`src/tsr_pkg.sv`:
```
// Shared types and constants of the trapezoid span rasterizer.
package tsr_pkg;

	localparam int MaxRows       = 64;
	localparam int BytesPerPixel = 2;
	localparam int RowCntW       = $clog2(MaxRows + 1);

	localparam logic [2:0] RegClipLeft   = 3'd0;
	localparam logic [2:0] RegClipTop    = 3'd1;
	localparam logic [2:0] RegClipRight  = 3'd2;
	localparam logic [2:0] RegClipBottom = 3'd3;
	localparam logic [2:0] RegFillColor  = 3'd4;
	localparam logic [2:0] RegRowStride  = 3'd5;
	localparam logic [2:0] RegFrameBase  = 3'd6;

	typedef struct packed {
		logic signed [15:0] top_row;
		logic signed [31:0] top_left_x;
		logic signed [31:0] top_right_x;
		logic signed [15:0] bottom_row;
		logic signed [31:0] bottom_left_x;
		logic signed [31:0] bottom_right_x;
	} trap_t;

	typedef struct packed {
		logic signed [15:0] span_row;
		logic signed [15:0] span_start;
		logic signed [15:0] span_end;
		logic        [16:0] span_length;
		logic        [31:0] start_address;
		logic        [15:0] span_color;
		logic               drawn;
		logic               last_span;
		logic               truncated;
	} span_t;

	// Divider handshake between sequencer and divider.
	typedef struct packed {
		logic               start;
		logic signed [33:0] dividend;
		logic        [16:0] divisor;
	} div_req_t;

	typedef struct packed {
		logic               done;
		logic signed [33:0] quotient;
	} div_rsp_t;

endpackage

```
`src/tsr_if.sv`:
```
// Valid/ready channel carrying one payload type.
interface tsr_if #(parameter type T = logic);
	logic valid;
	logic ready;
	T     data;
	modport source (output valid, output data, input ready);
	modport sink (input valid, input data, output ready);
endinterface

```
`src/tsr_div.sv`:
```
// Radix-2 restoring divider, signed dividend by positive divisor, truncating.
module tsr_div (
	input  logic             clk,
	input  logic             arst_n,
	input  tsr_pkg::div_req_t req,
	output tsr_pkg::div_rsp_t rsp
);
	import tsr_pkg::*;

	logic        [33:0] mag_q;
	logic        [16:0] rem_q;
	logic        [16:0] den_q;
	logic               neg_q;
	logic        [5:0]  cnt_q;
	logic               busy_q;
	logic               done_q;
	logic        [17:0] trial;
	logic        [33:0] quo;

	assign trial = {rem_q, mag_q[33]} - {1'b0, den_q};
	assign quo   = neg_q ? (~mag_q + 34'd1) : mag_q;

	always_ff @(posedge clk or negedge arst_n) begin
		if (!arst_n) begin
			busy_q <= 1'b0;
			cnt_q  <= '0;
			done_q <= 1'b0;
		end else begin
			done_q <= 1'b0;
			if (req.start) begin
				busy_q <= 1'b1;
				cnt_q  <= 6'd34;
				neg_q  <= req.dividend[33];
				mag_q  <= req.dividend[33] ? (~req.dividend + 34'd1) : req.dividend;
				rem_q  <= '0;
				den_q  <= req.divisor;
			end else if (busy_q) begin
				// shift one quotient bit in per cycle
				if (!trial[17]) begin
					rem_q <= trial[16:0];
					mag_q <= {mag_q[32:0], 1'b1};
				end else begin
					rem_q <= {rem_q[15:0], mag_q[33]};
					mag_q <= {mag_q[32:0], 1'b0};
				end
				cnt_q <= cnt_q - 6'd1;
				if (cnt_q == 6'd1) begin
					busy_q <= 1'b0;
					done_q <= 1'b1;
				end
			end
		end
	end

	assign rsp = '{done: done_q, quotient: quo};

	a_done_idle: assert property (@(posedge clk) disable iff (!arst_n)
		done_q |-> !busy_q) else $error("div done while busy");
	a_done_after_busy: assert property (@(posedge clk) disable iff (!arst_n)
		done_q |-> $past(busy_q)) else $error("done without work");
	a_cnt_zero_idle: assert property (@(posedge clk) disable iff (!arst_n)
		!busy_q |-> cnt_q == 6'd0 || $past(req.start)) else $error("count left over");
	a_start_idle: assert property (@(posedge clk) disable iff (!arst_n)
		req.start |-> !busy_q) else $error("start while busy");
endmodule

```
`src/trapezoid_span_rasterizer.sv`:
```
// Top level: trapezoid setup, vertical clip and per-row span emission.
//
//  channel   dir  payload
//  trap      in   tsr_pkg::trap_t  (one trapezoid)
//  span      out  tsr_pkg::span_t  (one span per clipped row, up to 64)
//  cfg_*     in   write enable, index, 32-bit data
//
// A trapezoid passes the accept and check states, then the two slope divisions through
// one shared 34-step divider, the setup steps (top-clip multiply, edge advance, row
// address), then the emit and output states per span, up to 64; a single-row item
// skips the divider; one with its bottom above its top ends after the check. The input
// is ready only in idle, from the cycle after the last span is taken; a stalled span
// holds in its output register. Reset zeroes all but item_q, prod_l_q, prod_r_q, out_q.
module trapezoid_span_rasterizer (
	input  logic        clk,
	input  logic        arst_n,
	tsr_if.sink         trap,
	tsr_if.source       span,
	input  logic        cfg_we,
	input  logic [2:0]  cfg_index,
	input  logic [31:0] cfg_data
);
	import tsr_pkg::*;

	typedef enum logic [3:0] {
		S_IDLE, S_CHECK, S_DIVL, S_WAITL, S_DIVR, S_WAITR, S_CLIPM, S_CLIPA,
		S_ADDR, S_EMIT, S_OUT
	} state_t;

	state_t state_q;

	logic signed [15:0] clip_left_q, clip_top_q, clip_right_q, clip_bottom_q;
	logic        [15:0] fill_color_q, row_stride_q;
	logic        [31:0] frame_base_q;

	trap_t              item_q;
	logic signed [31:0] left_edge_q, right_edge_q, left_slope_q, right_slope_q;
	logic signed [15:0] current_row_q;
	logic        [16:0] rows_left_q;
	logic        [31:0] row_address_q;
	logic        [RowCntW-1:0] emit_q;
	logic               trunc_q;
	logic        [31:0] prod_l_q, prod_r_q;
	span_t              out_q;
	logic               out_valid_q;

	div_req_t           dreq;
	div_rsp_t           drsp;

	tsr_div u_div (.clk(clk), .arst_n(arst_n), .req(dreq), .rsp(drsp));

	logic signed [17:0] nrows_in;
	logic signed [32:0] s1, s2, diff_l, diff_r;
	logic signed [16:0] dy;
	logic signed [17:0] y1c, y2c, nrows_c;
	logic signed [31:0] le, re, ls, rs;
	logic signed [15:0] ix1, ix2, st, en;
	logic               drw;

	assign nrows_in = 18'(item_q.bottom_row) - 18'(item_q.top_row) + 18'sd1;
	assign s1 = 33'(item_q.top_left_x) + 33'(item_q.bottom_left_x);
	assign s2 = 33'(item_q.top_right_x) + 33'(item_q.bottom_right_x);
	assign diff_l = 33'(item_q.bottom_left_x) - 33'(item_q.top_left_x);
	assign diff_r = 33'(item_q.bottom_right_x) - 33'(item_q.top_right_x);
	assign dy = 17'(clip_top_q) - 17'(item_q.top_row);

	// rows after clip
	assign y1c = (item_q.top_row < clip_top_q) ? 18'(clip_top_q) : 18'(item_q.top_row);
	assign y2c = (item_q.bottom_row > clip_bottom_q) ? 18'(clip_bottom_q)
		: 18'(item_q.bottom_row);
	assign nrows_c = y2c - y1c + 18'sd1;

	always_comb begin
		dreq.start    = 1'b0;
		dreq.dividend = 34'(diff_l);
		dreq.divisor  = 17'(nrows_in - 18'sd1);
		if (state_q == S_DIVL) dreq.start = 1'b1;
		if (state_q == S_DIVR) begin
			dreq.start    = 1'b1;
			dreq.dividend = 34'(diff_r);
		end
	end

	// swap crossed edges before forming the span
	always_comb begin
		if (left_edge_q > right_edge_q) begin
			le = right_edge_q; re = left_edge_q; ls = right_slope_q; rs = left_slope_q;
		end else begin
			le = left_edge_q; re = right_edge_q; ls = left_slope_q; rs = right_slope_q;
		end
		ix1 = le[31:16];
		ix2 = re[31:16];
		st  = (ix1 < clip_left_q) ? clip_left_q : ix1;
		en  = (ix2 > clip_right_q) ? clip_right_q : ix2;
		drw = (ix2 >= clip_left_q) && (ix1 <= clip_right_q) && (st <= en);
	end

	always_ff @(posedge clk or negedge arst_n) begin
		if (!arst_n) begin
			clip_left_q <= '0; clip_top_q <= '0; clip_right_q <= '0;
			clip_bottom_q <= '0; fill_color_q <= '0; row_stride_q <= '0;
			frame_base_q <= '0;
		end else if (cfg_we) begin
			unique case (cfg_index)
				RegClipLeft:   clip_left_q   <= cfg_data[15:0];
				RegClipTop:    clip_top_q    <= cfg_data[15:0];
				RegClipRight:  clip_right_q  <= cfg_data[15:0];
				RegClipBottom: clip_bottom_q <= cfg_data[15:0];
				RegFillColor:  fill_color_q  <= cfg_data[15:0];
				RegRowStride:  row_stride_q  <= cfg_data[15:0];
				RegFrameBase:  frame_base_q  <= cfg_data;
				default: ;
			endcase
		end
	end

	always_ff @(posedge clk or negedge arst_n) begin
		if (!arst_n) begin
			state_q <= S_IDLE;
			out_valid_q <= 1'b0;
			left_edge_q <= '0; right_edge_q <= '0; left_slope_q <= '0; right_slope_q <= '0;
			current_row_q <= '0; rows_left_q <= '0; row_address_q <= '0;
			emit_q <= '0; trunc_q <= 1'b0;
		end else begin
			unique case (state_q)
				S_IDLE: if (trap.valid) begin
					item_q  <= trap.data;
					state_q <= S_CHECK;
				end
				S_CHECK: begin
					if (nrows_in <= 18'sd0) begin
						state_q <= S_IDLE;
					end else if (nrows_in == 18'sd1) begin
						// floor of the average
						left_edge_q   <= s1[32:1];
						right_edge_q  <= s2[32:1];
						left_slope_q  <= '0;
						right_slope_q <= '0;
						state_q <= S_CLIPM;
					end else begin
						left_edge_q  <= item_q.top_left_x;
						right_edge_q <= item_q.top_right_x;
						state_q <= S_DIVL;
					end
				end
				S_DIVL:  state_q <= S_WAITL;
				S_WAITL: if (drsp.done) begin
					left_slope_q <= drsp.quotient[31:0];
					state_q <= S_DIVR;
				end
				S_DIVR:  state_q <= S_WAITR;
				S_WAITR: if (drsp.done) begin
					right_slope_q <= drsp.quotient[31:0];
					state_q <= S_CLIPM;
				end
				S_CLIPM: begin
					if ((item_q.top_row < clip_top_q && item_q.bottom_row < clip_top_q)
						|| (y1c > 18'(clip_bottom_q)) || nrows_c <= 18'sd0) begin
						state_q <= S_IDLE;
					end else begin
						prod_l_q <= (item_q.top_row < clip_top_q)
							? 32'(32'(dy) * left_slope_q) : '0;
						prod_r_q <= (item_q.top_row < clip_top_q)
							? 32'(32'(dy) * right_slope_q) : '0;
						state_q <= S_CLIPA;
					end
				end
				S_CLIPA: begin
					left_edge_q   <= left_edge_q + prod_l_q;
					right_edge_q  <= right_edge_q + prod_r_q;
					current_row_q <= y1c[15:0];
					rows_left_q   <= 17'(nrows_c);
					trunc_q       <= nrows_c > 18'(MaxRows);
					emit_q        <= (nrows_c > 18'(MaxRows)) ? RowCntW'(MaxRows)
						: RowCntW'(nrows_c);
					state_q <= S_ADDR;
				end
				S_ADDR: begin
					row_address_q <= frame_base_q + 32'(32'(current_row_q) * 32'(row_stride_q));
					state_q <= S_EMIT;
				end
				S_EMIT: begin
					out_q.span_row      <= current_row_q;
					out_q.span_start    <= drw ? st : '0;
					out_q.span_end      <= drw ? en : '0;
					out_q.span_length   <= drw ? 17'(17'(en) - 17'(st) + 17'sd1) : '0;
					out_q.start_address <= drw ? row_address_q
						+ 32'(32'(st) * BytesPerPixel) : '0;
					out_q.span_color    <= fill_color_q;
					out_q.drawn         <= drw;
					out_q.last_span     <= emit_q == RowCntW'(1);
					out_q.truncated     <= trunc_q;
					out_valid_q         <= 1'b1;
					left_edge_q   <= le + ls;
					right_edge_q  <= re + rs;
					left_slope_q  <= ls;
					right_slope_q <= rs;
					current_row_q <= current_row_q + 16'sd1;
					rows_left_q   <= rows_left_q - 17'd1;
					row_address_q <= row_address_q + 32'(row_stride_q);
					emit_q        <= emit_q - RowCntW'(1);
					state_q <= S_OUT;
				end
				S_OUT: if (span.ready) begin
					out_valid_q <= 1'b0;
					state_q <= (emit_q == '0) ? S_IDLE : S_EMIT;
				end
				default: state_q <= S_IDLE;
			endcase
		end
	end

	assign trap.ready = (state_q == S_IDLE);
	assign span.valid = out_valid_q;
	assign span.data  = out_q;

	a_out_state: assert property (@(posedge clk) disable iff (!arst_n)
		out_valid_q |-> state_q == S_OUT) else $error("span valid outside output");
	a_last_ends: assert property (@(posedge clk) disable iff (!arst_n)
		(span.valid && span.ready && out_q.last_span) |=> state_q == S_IDLE)
		else $error("last span did not end item");
	a_emit_bound: assert property (@(posedge clk) disable iff (!arst_n)
		state_q == S_EMIT |-> emit_q != '0) else $error("emit past count");
	a_drawn_len: assert property (@(posedge clk) disable iff (!arst_n)
		(span.valid && !out_q.drawn) |-> out_q.span_length == '0)
		else $error("undrawn span has length");
endmodule

```
`src/flat_wrapper.sv`:
```
// flat-port wrapper written by rule: the top's interface ports become plain ports
module trapezoid_span_rasterizer_flat import tsr_pkg::*;
  (clk, arst_n, cfg_we, cfg_index, cfg_data, trap_valid, trap_data, trap_ready, span_valid, span_data, span_ready);
  tsr_if #(.T(trap_t)) trap_i ();
  tsr_if #(.T(span_t)) span_i ();
  input  logic clk;
  input  logic arst_n;
  input  logic cfg_we;
  input  logic [2:0] cfg_index;
  input  logic [31:0] cfg_data;
  input wire logic [$bits(trap_i.valid)-1:0] trap_valid;
  input wire logic [$bits(trap_i.data)-1:0] trap_data;
  output wire logic [$bits(trap_i.ready)-1:0] trap_ready;
  output wire logic [$bits(span_i.valid)-1:0] span_valid;
  output wire logic [$bits(span_i.data)-1:0] span_data;
  input wire logic [$bits(span_i.ready)-1:0] span_ready;
  assign trap_i.valid = trap_valid;
  assign trap_i.data = trap_data;
  assign trap_ready = trap_i.ready;
  assign span_valid = span_i.valid;
  assign span_data = span_i.data;
  assign span_i.ready = span_ready;
  trapezoid_span_rasterizer u_core (.clk(clk), .arst_n(arst_n), .trap(trap_i), .span(span_i), .cfg_we(cfg_we), .cfg_index(cfg_index), .cfg_data(cfg_data));
endmodule
```
`config.mk`:
```
export PLATFORM = sky130hd
export DESIGN_NAME = trapezoid_span_rasterizer_flat
export DESIGN_NICKNAME = d
export VERILOG_FILES = /design/src/tsr_pkg.sv /design/src/tsr_if.sv /design/src/tsr_div.sv /design/src/trapezoid_span_rasterizer.sv /design/src/flat_wrapper.sv
export SDC_FILE = /design/constraint.sdc
export NUM_CORES = 2
export LEC_CHECK = 0
export BUFFER_PORTS_ARGS = -buffer_cell sky130_fd_sc_hd__buf_4
export CAP_MARGIN = 20
export CORE_MARGIN = 5
export CORE_UTILIZATION = 60
export DETAILED_ROUTE_END_ITERATION = 8
export GPL_TIMING_DRIVEN = 0
export MAX_ROUTING_LAYER = met4
export PLACE_DENSITY = 0.82
export SLEW_MARGIN = 5
export SYNTH_ARGS = -nofsm -noshare
export SYNTH_HDL_FRONTEND = slang
export SYNTH_HIERARCHICAL = 1
export SYNTH_SLANG_ARGS = --single-unit
```
`constraint.sdc`:
```
create_clock -name clk -period 15.9 [get_ports clk]
set_input_delay 0.795 -clock clk [delete_from_list [all_inputs] [get_ports clk]]
set_output_delay 0.795 -clock clk [all_outputs]
set_load 0.02 [all_outputs]
```
==> results.sh <==
export IMPL_area_growth_pct=9.43
export IMPL_crit_type="reg2reg"
export IMPL_fill_cells=11800
export IMPL_drv_slew=0
export IMPL_critPathBufInv=6
export IMPL_endpoint_kind="register"
export IMPL_place_hpwl_um=253000
export IMPL_clock_sinks=734
export IMPL_hold_start="trap_data[129]"
export IMPL_critical_path_startpoint="u_core/right_edge_q[7]"
export IMPL_yosys_warnings=6
export IMPL_cts_clk_slew_worst_paths_ps=70
export IMPL_clock_root_buffer="clkbuf_16"
export IMPL_grt_antenna_before_repair=7
export IMPL_routed_wl_um=310000
export IMPL_clock_latency_ps=730
export IMPL_cp_top_family="compound AO/OA/AOI/OAI gates"
export IMPL_drc=0
export IMPL_antenna_left=0
export IMPL_cp_max_fo=10
export IMPL_num_vias=77300
export IMPL_cp_arrival_ps=12400
export IMPL_netlist_area_mm2=0.0893
export IMPL_final_hold_violation_count=0
export IMPL_grt_pass1_vias=77100
export IMPL_crit_required_ps=16320
export IMPL_cap_violations=0
export IMPL_setup_violations_final=0
export IMPL_fmax_ghz=0.0834
export IMPL_slew_headroom_pct=15.7
export IMPL_core_area_mm2=0.148
export IMPL_drive_gt1_share_pct=7.86
export IMPL_syn_inst=9865
export IMPL_grt_setup_unrepaired="no"
export IMPL_h_tree_depth=3
export IMPL_post_cts_resized=0
export IMPL_startpoint_type="register"
export IMPL_rr_startpoint="u_core/right_edge_q[7]"
export IMPL_cts_buffers=87
export IMPL_hold_path_class="in2reg"
export IMPL_grt_pass1_wl_um=466000
export IMPL_cpPeakStageDelay_ps=780
export IMPL_synth_nets=11800
export IMPL_drtIter0Drc=8843
export IMPL_io_pins=318
export IMPL_die_h_um=396
export IMPL_met1_usage_pct=51.4
export IMPL_die_area_mm2=0.157
export IMPL_die_x_um=396
export IMPL_crit_slowest_cell="clkbuf_1"
export IMPL_clock_skew_ps=30.8
export IMPL_busiest_layer="met2"
export IMPL_use_met2_pct=58.4
export IMPL_initial_core_util_pct=60.4
export IMPL_grtUsageMet3_pct=10.2
export IMPL_min_period_over_period_pct=75.4
export IMPL_gr_total_overflow=0
export IMPL_io_buffers=315
export IMPL_finalNetCount=12300
export IMPL_clock_path_buffers=3
export IMPL_cts_setup_buffers=0
export IMPL_placementRows=141
export IMPL_status="completed"
export IMPL_drtPass1Iterations=6
export IMPL_syn_avg_cell_area_um2=9.05
export IMPL_gp_congestion=1.11
export IMPL_setup_tns_ps=0
export IMPL_ctsHoldBuffers=1
export IMPL_via_per_inst=6.28
export IMPL_gr_usage_all_layers_pct=40.1
export IMPL_grt_start_max_net_pins=109
export IMPL_fin_crit_ps=11990
export IMPL_worst_slew_pin_slew_ps=1260
export IMPL_regArea_mm2=0.0204
export IMPL_routedWlPerCell_um=25.2
export IMPL_tritoncts="done"
export IMPL_multi_input_area_mm2=0.0617
[worst reg2reg max path: cells and delay by family, from the launching register on]
kind / cells / cell delay (ps)
AO/OA/AOI/OAI: 16 / 3730
buffers and inverters: 6 / 3140
AND/OR/NAND/NOR: 10 / 2150
multiplexers: 3 / 1230
adder cells (fa/ha/maj): 3 / 1030
flip-flops: 1 / 400
[path summary, 6_finish.rpt]
| check | endpoint | slack, ps | cells after the start |
|---|---|---|---|
| max | u_core/span.data[24] | 3910 | 38 |
| min | u_core/item_q[129] | 240 | 1 |
| max in group asynchronous | u_core/left_slope_q[4] | 14300 | 3 |
| min in group asynchronous | u_core/fill_color_q[2] | 610 | 2 |
| max reg2reg | u_core/span.data[24] | 3910 | 38 |
| min reg2reg | u_core/span.data[7] | 450 | 0 |
[metal layers]
metal / up-vias / share of wire (%)
met5: - / 0
met4: 0 / 7.0
met3: 1040 / 12
met2: 4878 / 43
met1: 37700 / 38
li1: 33700 / -
[cells in the final DEF, fill, tap and decap left out, drive strengths merged, types with 21 or more instances in the layout]
cell and count:
inv 1470, nand2 1017, ha 897, fa 878, nor2 624, a21oi 541
clkbuf 524, edfxtp 409, o21ai 401, buf 384, xnor2 338, and2 333
dfrtp 325, nor2b 201, mux2 195, xor2 177, a21o 175, nor3 118
nand3 100, a211oi 84, nand2b 81, mux2i 79, a22oi 79, o21a 70
nand4 66, a31oi 59, o21bai 58, o31ai 57, and3 44, or3 43
or2 41, o22ai 40, o211ai 39, a2111oi 28, clkinv 27, a221oi 26
nor4 24, or4 24, a211o 21
[flip-flops by register name, indices dropped and copies added, names as in the netlist, 32 cells and up]
signal,flops
u_core/item_q,160
u_core/span.data,116
u_core/frame_base_q,32
u_core/left_slope_q,32
u_core/row_address_q,32
u_core/prod_l_q,32
u_core/right_slope_q,32
u_core/left_edge_q,32
u_core/prod_r_q,32
u_core/right_edge_q,32
u_core/u_div/mag_q,34
[through the flow]
stage                     area, um^2  hold slack, ps  worst slack [ps]  cells  util, %
after CTS                      97700             186              4320  12300     66.1
final                          97700             240              3910  12300     66.1
after detailed placement       94600             432              4380  12100     64.0
after global placement         94100             426              4160  12100     63.6
after floorplan                89300             421              6860   9865        -
after global routing           97700             218              3510  12300     66.1
[layout make-up]
class / instances / area share, %
well taps: 1930 / 2.47
flip-flops and latches: 734 / 20.9
clock inverters: 58 / 0.711
plain buffers: 459 / 1.82
clock buffers: 104 / 2.39
inverters: 1461 / 5.61
diodes: 7 / 0.0179
repair buffers: 346 / 2.93
multi-input cells: 7211 / 63.2
Power is left out: the tool's default activity adds up to more than one toggle a clock period on the data nets, which glitch-free logic cannot reach.
